<file path="src/hw/rtl/vctcxo_dac_discipline_defines.svh">
// Assertion macros for the oscillator trim controller.
// Included by files that carry concurrent checks; no other dependencies.
`ifndef VCTCXO_DAC_DISCIPLINE_DEFINES_SVH
`define VCTCXO_DAC_DISCIPLINE_DEFINES_SVH

// Same-cycle implication, disabled while reset is high.
`define DACD_ASSERT_IMP(label, clk, rst, ante, cons, msg) \
   label: assert property (@(posedge clk) disable iff (rst) (ante) |-> (cons)) \
      else $error(msg);

// Next-cycle implication, disabled while reset is high.
`define DACD_ASSERT_NEXT(label, clk, rst, ante, cons, msg) \
   label: assert property (@(posedge clk) disable iff (rst) (ante) |=> (cons)) \
      else $error(msg);

`endif

</file>
<file path="src/hw/rtl/dacd_pkg.sv">
// Shared types and constants of the oscillator trim controller.
// No dependencies; imported by every module of the block.
package dacd_pkg;

   localparam int CODE_W     = 16;
   localparam int LOCK_CNT_W = 8;
   localparam int THRESH_W   = 24;
   localparam int CSR_IDX_W  = 3;
   localparam int CSR_DATA_W = 24;
   localparam int PROD_W     = 48;

   localparam logic [CODE_W-1:0] MID_CODE = 16'h8000;
   localparam logic [CODE_W-1:0] CODE_MAX = 16'hFFFF;
   localparam logic [CODE_W-1:0] CODE_MIN = 16'h0000;

   // floor(x/5) == (x * 52429) >> 18 for every 16-bit x
   localparam logic [CODE_W-1:0] DIV5_RECIP = 16'd52429;
   localparam int                DIV5_SHIFT = 18;

   localparam logic                  RST_AUTO_ADJUST    = 1'b1;
   localparam logic                  RST_FIXED_DAC      = 1'b0;
   localparam logic                  RST_GRADUAL_MODE   = 1'b1;
   localparam logic [CODE_W-1:0]     RST_TRIM_GAIN      = 16'd2600;
   localparam logic [THRESH_W-1:0]   RST_LOCK_THRESHOLD = 24'd1342177;

   localparam logic [CSR_IDX_W-1:0] CSR_AUTO_ADJUST    = 3'd0;
   localparam logic [CSR_IDX_W-1:0] CSR_FIXED_DAC      = 3'd1;
   localparam logic [CSR_IDX_W-1:0] CSR_GRADUAL_MODE   = 3'd2;
   localparam logic [CSR_IDX_W-1:0] CSR_TRIM_GAIN      = 3'd3;
   localparam logic [CSR_IDX_W-1:0] CSR_LOCK_THRESHOLD = 3'd4;

   typedef enum logic [1:0] {
      OP_PPM_REPORT = 2'd0,
      OP_SLEW_TICK  = 2'd1,
      OP_SAVE_TICK  = 2'd2,
      OP_DAC_WRITE  = 2'd3
   } op_type;

   typedef enum logic [1:0] {
      EVT_NONE   = 2'd0,
      EVT_LOCKED = 2'd1,
      EVT_LOST   = 2'd2
   } lock_evt_type;

   typedef struct packed {
      op_type              op;
      logic signed [31:0]  ppm_error;
      logic [CODE_W-1:0]   dac_code_in;
   } req_payload_type;

   typedef struct packed {
      logic [CODE_W-1:0] dac_code;
      logic [CODE_W-1:0] target_code;
      logic              is_locked;
      lock_evt_type      lock_event;
      logic              saturated;
      logic              default_saved;
      logic [CODE_W-1:0] default_code;
   } rsp_payload_type;

   typedef struct packed {
      logic                auto_adjust;
      logic                fixed_dac;
      logic                gradual_mode;
      logic [CODE_W-1:0]   trim_gain;
      logic [THRESH_W-1:0] lock_threshold;
   } cfg_type;

   // Item after the first stage: product and lock test already worked out.
   typedef struct packed {
      op_type                    op;
      logic [CODE_W-1:0]         dac_code_in;
      logic signed [PROD_W-1:0]  product;
      logic                      below_thresh;
   } prep_type;

endpackage

</file>
<file path="src/hw/rtl/dacd_csr.sv">
// Configuration registers of the oscillator trim controller.
// Depends on dacd_pkg.
module dacd_csr (
   input  logic                                clock,
   input  logic                                reset,
   input  logic                                csr_wr_en,
   input  logic [dacd_pkg::CSR_IDX_W-1:0]      csr_index,
   input  logic [dacd_pkg::CSR_DATA_W-1:0]     csr_wdata,
   output dacd_pkg::cfg_type                   cfg
);
   import dacd_pkg::*;

   cfg_type cfg_ff, cfg_in;

   always_comb begin
      cfg_in = cfg_ff;
      if (csr_wr_en) begin
         case (csr_index)
            CSR_AUTO_ADJUST:    cfg_in.auto_adjust    = csr_wdata[0];
            CSR_FIXED_DAC:      cfg_in.fixed_dac      = csr_wdata[0];
            CSR_GRADUAL_MODE:   cfg_in.gradual_mode   = csr_wdata[0];
            CSR_TRIM_GAIN:      cfg_in.trim_gain      = csr_wdata[CODE_W-1:0];
            CSR_LOCK_THRESHOLD: cfg_in.lock_threshold = csr_wdata[THRESH_W-1:0];
            default:            cfg_in = cfg_ff;
         endcase
      end
   end

   always_ff @(posedge clock) begin
      if (reset) begin
         cfg_ff <= '{auto_adjust: RST_AUTO_ADJUST, fixed_dac: RST_FIXED_DAC,
                     gradual_mode: RST_GRADUAL_MODE, trim_gain: RST_TRIM_GAIN,
                     lock_threshold: RST_LOCK_THRESHOLD};
      end else begin
         cfg_ff <= cfg_in;
      end
   end

   assign cfg = cfg_ff;

endmodule

</file>
<file path="src/hw/rtl/dacd_prep.sv">
// Input stage: registers an accepted item with its gain product and lock test.
// Depends on dacd_pkg.
module dacd_prep (
   input  logic                      clock,
   input  logic                      load,
   input  dacd_pkg::req_payload_type req_payload,
   input  dacd_pkg::cfg_type         cfg,
   output dacd_pkg::prep_type        prep
);
   import dacd_pkg::*;

   prep_type           prep_ff, prep_in;
   logic signed [48:0] prod_full;
   logic [31:0]        ppm_mag;

   always_comb begin
      prod_full = req_payload.ppm_error * $signed({1'b0, cfg.trim_gain});
      // magnitude as unsigned: the most negative value gives 2^31
      ppm_mag   = req_payload.ppm_error[31] ? (~req_payload.ppm_error + 32'd1)
                                            : req_payload.ppm_error;
      prep_in.op           = req_payload.op;
      prep_in.dac_code_in  = req_payload.dac_code_in;
      prep_in.product      = prod_full[PROD_W-1:0];
      prep_in.below_thresh = ppm_mag < {8'd0, cfg.lock_threshold};
   end

   always_ff @(posedge clock) begin
      if (load) begin
         prep_ff <= prep_in;
      end
   end

   assign prep = prep_ff;

endmodule

</file>
<file path="src/hw/rtl/dacd_core.sv">
// Controller state (codes, lock counter, default) and the result register.
// Depends on dacd_pkg.
module dacd_core #(
   parameter int LOCK_LIMIT = 10
) (
   input  logic                      clock,
   input  logic                      reset,
   input  logic                      advance,
   input  dacd_pkg::prep_type        prep,
   input  dacd_pkg::cfg_type         cfg,
   output dacd_pkg::rsp_payload_type rsp_payload
);
   import dacd_pkg::*;

   localparam logic [LOCK_CNT_W-1:0] LOCK_FULL = LOCK_CNT_W'(LOCK_LIMIT);

   logic [CODE_W-1:0]     cur_ff, cur_in;
   logic [CODE_W-1:0]     tgt_ff, tgt_in;
   logic [CODE_W-1:0]     dflt_ff, dflt_in;
   logic [LOCK_CNT_W-1:0] cnt_ff, cnt_in;
   logic                  pend_ff, pend_in;
   rsp_payload_type       rsp_ff, rsp_in;

   logic signed [49:0]    value;
   logic [CODE_W-1:0]     rpt_code;
   logic [16:0]           diff;
   logic [CODE_W-1:0]     diff_mag;
   logic [31:0]           div_prod;
   logic [CODE_W-1:0]     step;
   logic [CODE_W:0]       dflt_sum;
   lock_evt_type          evt;
   logic                  sat;
   logic                  saved;

   // report arithmetic: current code in Q24 less the gain product, floored and clamped to the code range
   always_comb begin
      value = $signed({10'd0, cur_ff, 24'd0}) - {{2{prep.product[PROD_W-1]}}, prep.product};
      if (value[49]) begin
         rpt_code = CODE_MIN;
      end else if (|value[48:40]) begin
         rpt_code = CODE_MAX;
      end else begin
         rpt_code = value[39:24];
      end
   end

   // slew step: a fifth of the distance, truncated, never less than one
   always_comb begin
      diff     = {1'b0, tgt_ff} - {1'b0, cur_ff};
      diff_mag = diff[16] ? CODE_W'(-diff) : diff[CODE_W-1:0];
      div_prod = diff_mag * DIV5_RECIP;
      step     = CODE_W'(div_prod[31:DIV5_SHIFT]);
      if (step == '0) begin
         step = CODE_W'(1);
      end
      dflt_sum = {1'b0, dflt_ff} + {1'b0, cur_ff};
   end

   always_comb begin
      cur_in  = cur_ff;
      tgt_in  = tgt_ff;
      dflt_in = dflt_ff;
      cnt_in  = cnt_ff;
      pend_in = pend_ff;
      evt     = EVT_NONE;
      sat     = 1'b0;
      saved   = 1'b0;
      case (prep.op)
         OP_PPM_REPORT: begin
            if (cfg.auto_adjust) begin
               if (prep.below_thresh) begin
                  if (cnt_ff != LOCK_FULL) begin
                     cnt_in = cnt_ff + LOCK_CNT_W'(1);
                     if (cnt_in == LOCK_FULL) begin
                        evt = EVT_LOCKED;
                     end
                  end
               end else begin
                  if (cnt_ff == LOCK_FULL) begin
                     evt = EVT_LOST;
                  end
                  cnt_in = '0;
               end
               sat    = (rpt_code == CODE_MIN) || (rpt_code == CODE_MAX);
               tgt_in = rpt_code;
               if (!cfg.gradual_mode) begin
                  cur_in = rpt_code;
               end
            end
         end
         OP_SLEW_TICK: begin
            if (cfg.gradual_mode && !cfg.fixed_dac && (diff != '0)) begin
               cur_in = diff[16] ? (cur_ff - step) : (cur_ff + step);
            end
         end
         OP_SAVE_TICK: begin
            if (pend_ff && (cnt_ff == LOCK_FULL)) begin
               dflt_in = dflt_sum[CODE_W:1];
               pend_in = 1'b0;
               saved   = 1'b1;
            end
         end
         OP_DAC_WRITE: begin
            cur_in = prep.dac_code_in;
            tgt_in = prep.dac_code_in;
         end
         default: begin
            cur_in = cur_ff;
         end
      endcase

      rsp_in.dac_code      = cur_in;
      rsp_in.target_code   = tgt_in;
      rsp_in.is_locked     = (cnt_in == LOCK_FULL);
      rsp_in.lock_event    = evt;
      rsp_in.saturated     = sat;
      rsp_in.default_saved = saved;
      rsp_in.default_code  = dflt_in;
   end

   always_ff @(posedge clock) begin
      if (reset) begin
         cur_ff  <= MID_CODE;
         tgt_ff  <= MID_CODE;
         dflt_ff <= MID_CODE;
         cnt_ff  <= '0;
         pend_ff <= 1'b1;
      end else if (advance) begin
         cur_ff  <= cur_in;
         tgt_ff  <= tgt_in;
         dflt_ff <= dflt_in;
         cnt_ff  <= cnt_in;
         pend_ff <= pend_in;
      end
   end

   always_ff @(posedge clock) begin
      if (advance) begin
         rsp_ff <= rsp_in;
      end
   end

   assign rsp_payload = rsp_ff;

endmodule

</file>
<file path="src/hw/rtl/vctcxo_dac_discipline.sv">
// Trim controller for a voltage-trimmed crystal oscillator DAC. Each transfer
// on req_ carries one operation (ppm report, slew tick, save tick or direct
// DAC write) and yields exactly one transfer on rsp_ with the codes, lock
// state and flags after that operation. Throughput is one item per clock while
// rsp_ is not back-pressured. An item passes through the input register,
// where the 32x16 gain product and the lock-threshold compare are formed,
// and then through the state update, where the new code is floored,
// clamped or slewed and the result register is loaded. Back
// pressure on rsp_ holds both stages; the input stage still takes one more
// item while a result waits. Configuration via csr_ is taken at any time
// but should only be written when no item is in flight.
`include "vctcxo_dac_discipline_defines.svh"

module vctcxo_dac_discipline #(
   parameter int LOCK_LIMIT = 10
) (
   input  logic                               clock,
   input  logic                               reset,
   // request channel
   input  logic                               req_valid,
   output logic                               req_ready,
   input  dacd_pkg::req_payload_type          req_payload,
   // result channel
   output logic                               rsp_valid,
   input  logic                               rsp_ready,
   output dacd_pkg::rsp_payload_type          rsp_payload,
   // configuration writes
   input  logic                               csr_wr_en,
   input  logic [dacd_pkg::CSR_IDX_W-1:0]     csr_index,
   input  logic [dacd_pkg::CSR_DATA_W-1:0]    csr_wdata
);
   import dacd_pkg::*;

   cfg_type  cfg;
   prep_type prep;

   logic s1_valid_ff, s1_valid_in;
   logic rsp_valid_ff, rsp_valid_in;
   logic out_free;   // result register can take a new item this cycle
   logic s1_adv;     // input-stage item moves into the state stage
   logic req_xfer;

   // Flow control: result register empties on a transfer, the input stage
   // drains into it when free, and a new request refills the input stage.
   always_comb begin
      out_free     = !rsp_valid_ff || rsp_ready;
      s1_adv       = s1_valid_ff && out_free;
      req_ready    = !s1_valid_ff || out_free;
      req_xfer     = req_valid && req_ready;
      s1_valid_in  = req_xfer || (s1_valid_ff && !s1_adv);
      rsp_valid_in = s1_adv || (rsp_valid_ff && !rsp_ready);
   end

   always_ff @(posedge clock) begin
      if (reset) begin
         s1_valid_ff  <= 1'b0;
         rsp_valid_ff <= 1'b0;
      end else begin
         s1_valid_ff  <= s1_valid_in;
         rsp_valid_ff <= rsp_valid_in;
      end
   end

   assign rsp_valid = rsp_valid_ff;

   dacd_csr u_csr (
      .clock     (clock),
      .reset     (reset),
      .csr_wr_en (csr_wr_en),
      .csr_index (csr_index),
      .csr_wdata (csr_wdata),
      .cfg       (cfg)
   );

   // Input register with gain product and lock test
   dacd_prep u_prep (
      .clock       (clock),
      .load        (req_xfer),
      .req_payload (req_payload),
      .cfg         (cfg),
      .prep        (prep)
   );

   // Controller state and result register; state moves only with an item
   dacd_core #(
      .LOCK_LIMIT (LOCK_LIMIT)
   ) u_core (
      .clock       (clock),
      .reset       (reset),
      .advance     (s1_adv),
      .prep        (prep),
      .cfg         (cfg),
      .rsp_payload (rsp_payload)
   );

   // Lock entry is reported together with the locked state, loss without it
   `DACD_ASSERT_IMP(a_evt_locked, clock, reset, rsp_valid && (rsp_payload.lock_event == EVT_LOCKED), rsp_payload.is_locked, "lock entered without lock")
   `DACD_ASSERT_IMP(a_evt_lost, clock, reset, rsp_valid && (rsp_payload.lock_event == EVT_LOST), !rsp_payload.is_locked, "lock lost while still locked")
   // Saturation only flags a target at either end of the range
   `DACD_ASSERT_IMP(a_sat_range, clock, reset, rsp_valid && rsp_payload.saturated, (rsp_payload.target_code == CODE_MIN) || (rsp_payload.target_code == CODE_MAX), "saturation flagged off the rails")
   // A default is saved only while locked
   `DACD_ASSERT_IMP(a_save_locked, clock, reset, rsp_valid && rsp_payload.default_saved, rsp_payload.is_locked, "default saved without lock")
   // A blocked input-stage item is not dropped
   `DACD_ASSERT_NEXT(a_s1_hold, clock, reset, s1_valid_ff && !s1_adv, s1_valid_ff, "input stage item lost under back pressure")

endmodule
</file>
<file path="config.mk">
export PLATFORM = sky130hd
export DESIGN_NAME = vctcxo_dac_discipline
export DESIGN_NICKNAME = d
export VERILOG_FILES = /design/src/hw/rtl/dacd_pkg.sv /design/src/hw/rtl/dacd_csr.sv /design/src/hw/rtl/dacd_prep.sv /design/src/hw/rtl/dacd_core.sv /design/src/hw/rtl/vctcxo_dac_discipline.sv
export VERILOG_INCLUDE_DIRS = /design/src /design/src/hw/rtl
export SDC_FILE = /design/constraint.sdc
export NUM_CORES = 2
export LEC_CHECK = 0
export BUFFER_PORTS_ARGS = -buffer_cell sky130_fd_sc_hd__buf_2
export CORE_ASPECT_RATIO = 1.75
export CORE_MARGIN = 2
export CORE_UTILIZATION = 35
export CTS_BUF_LIST = sky130_fd_sc_hd__clkbuf_4
export DETAILED_ROUTE_END_ITERATION = 8
export GPL_TIMING_DRIVEN = 0
export PLACE_DENSITY = 0.56
export SLEW_MARGIN = 20
export SYNTH_ARGS = -nofsm -noshare
export SYNTH_HDL_FRONTEND = slang
export SYNTH_HIERARCHICAL = 1
export SYNTH_SLANG_ARGS = --single-unit
</file>
<file path="constraint.sdc">
create_clock -name clock -period 13.4 [get_ports clock]
set_input_delay 1.34 -clock clock [delete_from_list [all_inputs] [get_ports clock]]
set_output_delay 1.34 -clock clock [all_outputs]
set_load 0.01 [all_outputs]
</file>
# Word-level counts from Yosys, hierarchy flattened
# Cells that the tools add are included.
dict set report totals {
  word_cells 100
  ram_bits 0
  reg_bits 222
  latchBits 0
  mem_count 0
  in_bits 82
  output_inout_bits 55
  rom_bits 0
}
dict set report classes {
  order_cmp 1
  n_addsub 8
  bitwise_logic 1
  n_eq_ne 12
  shift 0
  mul 2
  n_div 0
  reduce_logical 30
  mux 23
}
# cell n
set op_table {}
lappend op_table {{2-to-1 mux 16 bit} 10}
lappend op_table {{subtractor 41 x 48 -> 49 bit} 1}
lappend op_table {{multiplier 32 x 17 -> 48 bit} 1}
lappend op_table {{one-hot mux 16 bit (3 select lines)} 1}
lappend op_table {{adder 32 x 1 -> 32 bit, second input constant} 1}
lappend op_table {{< comparator 32 x 24 -> 1 bit} 1}
lappend op_table {{multiplier 16 x 16 -> 32 bit, second input constant} 1}
lappend op_table {{2-to-1 mux 32 bit} 1}
lappend op_table {{2-to-1 mux 8 bit} 4}
lappend op_table {{NOT 32 bit} 1}
lappend op_table {{one-hot mux 16 bit (2 select lines)} 1}
lappend op_table {{equality test 8 x 4 -> 1 bit, second input constant} 3}
lappend op_table {{adder 16 x 16 -> 17 bit} 1}
lappend op_table {{nonzero test 17 bit} 1}
lappend op_table {{subtractor 16 x 16 -> 17 bit} 1}
lappend op_table {{adder 16 x 14 -> 16 bit} 1}
lappend op_table {{equality test 16 bit, second input constant} 1}
lappend op_table {{zero test 16 bit} 1}
lappend op_table {{negator 16 bit} 1}
lappend op_table {{subtractor 16 x 14 -> 16 bit} 1}
lappend op_table {{zero test 14 bit} 1}
lappend op_table {{2-to-1 mux 14 bit} 1}
lappend op_table {{AND reduction 2 bit} 6}
lappend op_table {{OR reduction 9 bit} 1}
lappend op_table {{other kinds (15)} 34}

# Logic depth before layout (Yosys ltp)
dict set report logic_depth {
  ltp_word 10
  depth_mapped 50
  ltp_nobuf 50
}

# Cells and area by module
# Netlist, hierarchy kept.
# module area_each_um2 cells_per_inst n_inst seq_area_each_um2
set by_module_without_submodules {}
lappend by_module_without_submodules {dacd_prep 21385.5 2338 1 2011.9}
lappend by_module_without_submodules {dacd_core 14386.3 1717 1 2732.6}
lappend by_module_without_submodules {dacd_csr 1825.5 179 1 860.8}
lappend by_module_without_submodules {vctcxo_dac_discipline 103.8 10 1 40.0}

# Worst setup path before layout
# No wires, ideal clock.
dict set report synth_timing {
  path_type {flip-flop to flip-flop}
  start {register u_core.cur_ff[1]}
  end {register u_core.rsp_ff, in the netlist u_core/rsp_payload[51], data pin}
  arrival_ns 11.521
  path_buffers 0
  period_less_slack_ns 11.796
  slack_ns 1.604
  stages_incl_launch_ff 48
  setup_time_ns 0.275
  cell_sequence {dfxtp_1 -> inv_1 -> ha_1 -> nor2b_1 -> o31a_1 -> o31a_1 -> o2111a_1 -> a211o_1 -> nor4b_4 -> nor2b_1 -> a41oi_1 -> xnor2_1 -> ha_1 -> ha_1 -> inv_1 -> fa_1 -> inv_1 -> fa_1 -> [12 not listed] -> a21oi_1 -> o2111ai_1 -> nor3_1 -> nor2_1 -> ha_1 -> a21oi_1 -> fa_1 -> a21oi_1 -> o211ai_1 -> a31oi_1 -> nor2b_1 -> o21a_1 -> o41ai_1 -> o21ai_0 -> xor2_1 -> and3_1 -> a211oi_1 -> a22oi_1}
}
dict set report synth_via {
  elab_chain_len 10
  word_cells_on_any_way 19
  cone_classes {add/sub: 5; mul: 1; mux: 9; reduce/logical: 4}
}
# item line
set synth_rtl {}
lappend synth_rtl {{start, declared} dacd_core.sv:17} ;# logic [CODE_W-1:0] cur_ff, cur_in;
lappend synth_rtl {{start signal, assigned} dacd_core.sv:129} ;# cur_ff <= cur_in;
lappend synth_rtl {{subtractor 16 x 16 -> 17 bit} dacd_core.sv:49} ;# diff = {1'b0, tgt_ff} - {1'b0, cur_ff};
lappend synth_rtl {{negator 16 bit} dacd_core.sv:50} ;# diff_mag = diff[16] ? CODE_W'(-diff) : diff[CODE_W-1:0];
lappend synth_rtl {{2-to-1 mux 16 bit} dacd_core.sv:50}
lappend synth_rtl {{multiplier 16 x 16 -> 32 bit} dacd_core.sv:51} ;# div_prod = diff_mag * DIV5_RECIP;
lappend synth_rtl {{zero test 14 bit} dacd_core.sv:53} ;# if (step == '0) begin
lappend synth_rtl {{2-to-1 mux 14 bit} dacd_core.sv:53}
lappend synth_rtl {{adder 16 x 14 -> 16 bit / subtractor 16 x 14 -> 16 bit (equally long branches)} dacd_core.sv:93} ;# cur_in = diff[16] ? (cur_ff - step) : (cur_ff + step);
lappend synth_rtl {{2-to-1 mux 16 bit} dacd_core.sv:93}
lappend synth_rtl {{2-to-1 mux 16 bit} dacd_core.sv:92} ;# if (cfg.gradual_mode && !cfg.fixed_dac && (diff != '0)) begin
lappend synth_rtl {{one-hot mux 16 bit (3 select lines) (*)} dacd_core.sv:68} ;# case (prep.op)
lappend synth_rtl {{via u_core.cur_in[14]} dacd_core.sv:17}
lappend synth_rtl {{end signal, assigned} dacd_core.sv:139} ;# rsp_ff <= rsp_in;
lappend synth_rtl {{end, declared} dacd_core.sv:22} ;# rsp_payload_type rsp_ff, rsp_in;
# Mark *: on every way through the listed nets, which the timed path passes. The rest lies on a longest branch.
# A chain may end at the register's enable or synchronous reset.

# Worst setup path in the final report
dict set report layout_timing {
  start {register u_core.cur_ff[4]}
  end {register u_core.rsp_ff, in the netlist u_core/rsp_payload[51], data pin}
}
# Same word-level chain as after synthesis.

==> summary.md <==
| Metric | Value |
|---|---|
| Status | `completed` |
| DRT antenna net count | `0` |
| First-pass GRT wire length | `195900 um` |
| Final wirelength | `130500 um` |
| Syn Area/Cell | `8.883 um^2` |
| Hold Crit Class | `reg2reg` |
| Number of global-route vias before repair | `32949` |
| Final setup fails | `0` |
| Syn-to-layout area delta | `9.598%` |
| Die width | `252.1 um` |
| FFs w/ async S/R, synth | `0%` |
| Clk sinks | `222` |
| Most frequent cells in the layout | `815 x inv_1, 561 x fa_1, 468 x nand2_1, 339 x ha_1, 241 x and2_1` |
| Die area | `110500 um^2` |
| Core area | `107000 um^2` |
| Worst-Skew Late Latency | `0.91 ns` |
| Critical Path AT | `13.60 ns` |
| Synth cell types | `102` |
| Slowest cell delay on critical path | `0.56 ns` |
| Drt first pass iters | `5` |
| Final period utilization | `96.96%` |
| Most common cell after layout, fill and taps aside | `inv_1` |
| Setup Skew | `0.06908 ns` |
| Req. time, crit path | `14.01 ns` |
| Max_cap viols | `0` |
| Most Frequent Cell on Critical Path | `ha_1` |
| Routed WL per cell | `22.24 um` |
| Max Slew Vio Count | `0` |
| Area after DPL | `40090 um^2` |
| Layout cell share with drive strength beyond 1 | `8.387%` |
| Row cnt | `159` |
| Cell count after synthesis | `4244` |
| CTS tree | `yes` |
| IO Pins | `137` |
| Final #Nets | `5434` |
| DRC | `0` |
| RSZ-0062 raised after global routing | `false` |
| Final hold vios | `0` |
| Num CTS Buffers | `61` |
| Slew at the pin closest to its max-slew limit | `1.191 ns` |
| Root Buffer | `clkbuf_4` |
| CTS H-Tree Depth | `2` |
| Synthesized cell area | `37700 um^2` |
| Gr usage total | `23.90%` |
| Total gr overflow | `0` |
| Hpwl dp | `111600 um` |
| Initial antenna violation count | `6` |
| Worst path slowest cell | `fa_1` |
| Post-CTS Hold Fix Bufs | `0` |
| Peak fanout along the critical path | `7` |
| Deepest clock path buffer count | `3` |
| Yosys reg bits | `222` |
| Worst setup SP type | `flop` |
| Final design utilization | `38.61%` |
| Detailed Route Iter0 Violations | `1435` |
| Setup crit end kind | `flop` |
| Sum Neg Setup Slack | `0 ns` |
| Net count after synthesis | `5229` |
| Minimum clock period after layout | `12.99 ns` |
| Seq/Total Area, Yosys | `14.97%` |
| Starting density of the core | `35.22%` |
| Vias | `30605` |
| Max Freq | `76.96 MHz` |
| Largest net degree at the start of global routing | `68` |
| Top FF cell, synth | `edfxtp_1` |
| Reg clk slew, reported paths | `0.07 ns` |
| Vias/cell | `5.218` |
| EDFF count, synth | `120` |
| Relative slew slack | `19.78%` |
| Ys Warns | `6` |
| Design Area, Final | `41320 um^2` |
| Die H | `438.2 um` |
| Crit path kind | `reg2reg` |
| IO Port Bufs | `122` |
| Gpl congestion | `0.9983` |
## cell type report
| type | instances | area, um^2 |
|---|---|---|
| Fill cell | 11048 | 65710 |
| Multi-Input combinational cell | 3013 | 28510 |
| Sequential cell | 222 | 5675 |
| Inverter | 819 | 3078 |
| Tap cell | 1368 | 1712 |
| Timing Repair Buffer | 144 | 822.0 |
| Buffer | 188 | 779.5 |
| Clock buffer | 84 | 630.6 |
| Clock inverter | 25 | 110.1 |
| Antenna cell | 2 | 5.005 |
## timing repair
action,CTS,global route
pin swaps,6,3
resized for setup,43,33
setup buffers,8,11
hold endpoints to repair,0,0
setup endpoints to repair,27,10
## stage by stage
stage               hold slack [ns]  setup WS [ns]  cells
finish                       0.4567         0.4068   5865
global route                 0.4907        0.04019   5865
CTS                          0.4607        0.03673   5853
detailed placement           0.4380         -2.254   5737
global placement             0.4343         -2.202   5734
floorplan                    0.4227          1.604   4244
## worst max-delay path, delay by kind of cell (launching register included)
kind / cells / cell delay, ns
AOI/OAI and AO/OA: 18 / 4.05
xor gates and xnor gates: 3 / 0.60
adders and majority gates: 10 / 3.95
buffers and inverters: 6 / 0.54
DFF: 1 / 0.55
and+or+nand+nor: 13 / 3.00
## routing by layer
metal | GRT usage, % | routed length, um | part of all wire [%] | vias up
met3 | 3.108 | 5027 | 3.9 | 442
met1 | 22.05 | 42810 | 33 | 15078
li1 | - | - | - | 14156
met2 | 46.16 | 70100 | 54 | 923
met4 | 19.43 | 12460 | 9.6 | 6
met5 | 0 | 44 | 0.034 | -
## state kept, by name (all words and copies together) (netlist names)
register,flops
u_core/cur_ff,16
u_core/dflt_ff,16
u_core/pend_ff,1
u_csr/cfg,43
u_core/rsp_payload,53
u_core/cnt_ff,8
u_core/tgt_ff,16
u_prep/prep,67
rsp_valid,1
s1_valid_ff,1
## worst paths after layout
kind | start | endpoint | slack [ns] | cells past startpoint
worst max register to register | u_core/cur_ff[4] | u_core/rsp_payload[51] | 0.41 | 50
worst max-delay path | u_core/cur_ff[4] | u_core/rsp_payload[51] | 0.41 | 50
worst min register to register | u_core/pend_ff | u_core/pend_ff | 0.46 | 2
worst min-delay path | u_core/pend_ff | u_core/pend_ff | 0.46 | 2
## cells by family (layout without fill, tap and decap cells)
| family | Yosys count | after routing | synth area share, % |
|---|---|---|---|
| buffers and inverters | 1009 | 1260 | 10.22 |
| other | 0 | 2 | 0 |
| AND/OR/NAND/NOR | 1237 | 1237 | 16.68 |
| AO/OA/AOI/OAI | 653 | 653 | 11.68 |
| flip-flops | 222 | 222 | 14.97 |
| multiplexers | 59 | 59 | 1.570 |
| XOR/XNOR | 161 | 161 | 3.740 |
| adder cells (fa/ha/maj) | 903 | 903 | 41.14 |
## synth_stat cells (17+ instances only)
library cell | instances | area (um^2)
inv_1 | 816 | 3063
fa_1 | 561 | 11230
nand2_1 | 468 | 1757
ha_1 | 342 | 4279
and2_1 | 241 | 1508
a21oi_1 | 172 | 860.8
nor2_1 | 167 | 626.9
clkbuf_1 | 164 | 615.6
edfxtp_1 | 120 | 3603
o21ai_0 | 113 | 565.5
xnor2_1 | 107 | 937.2
dfxtp_1 | 102 | 2042
nand2b_1 | 68 | 425.4
a21o_1 | 61 | 457.9
mux2i_1 | 58 | 580.6
xor2_1 | 54 | 473.0
nor3_1 | 53 | 265.3
nand3_1 | 43 | 215.2
a211oi_1 | 37 | 277.8
nand4_1 | 30 | 187.7
o21a_1 | 28 | 210.2
a31oi_1 | 27 | 168.9
or3_1 | 24 | 150.1
or2_2 | 21 | 131.4
and3_1 | 20 | 125.1
a221oi_1 | 18 | 157.7
nor2b_1 | 18 | 112.6
o211ai_1 | 17 | 127.6
Power is left out: the tool's default activity adds up to more than one toggle a clock period on the data nets, which glitch-free logic cannot reach.
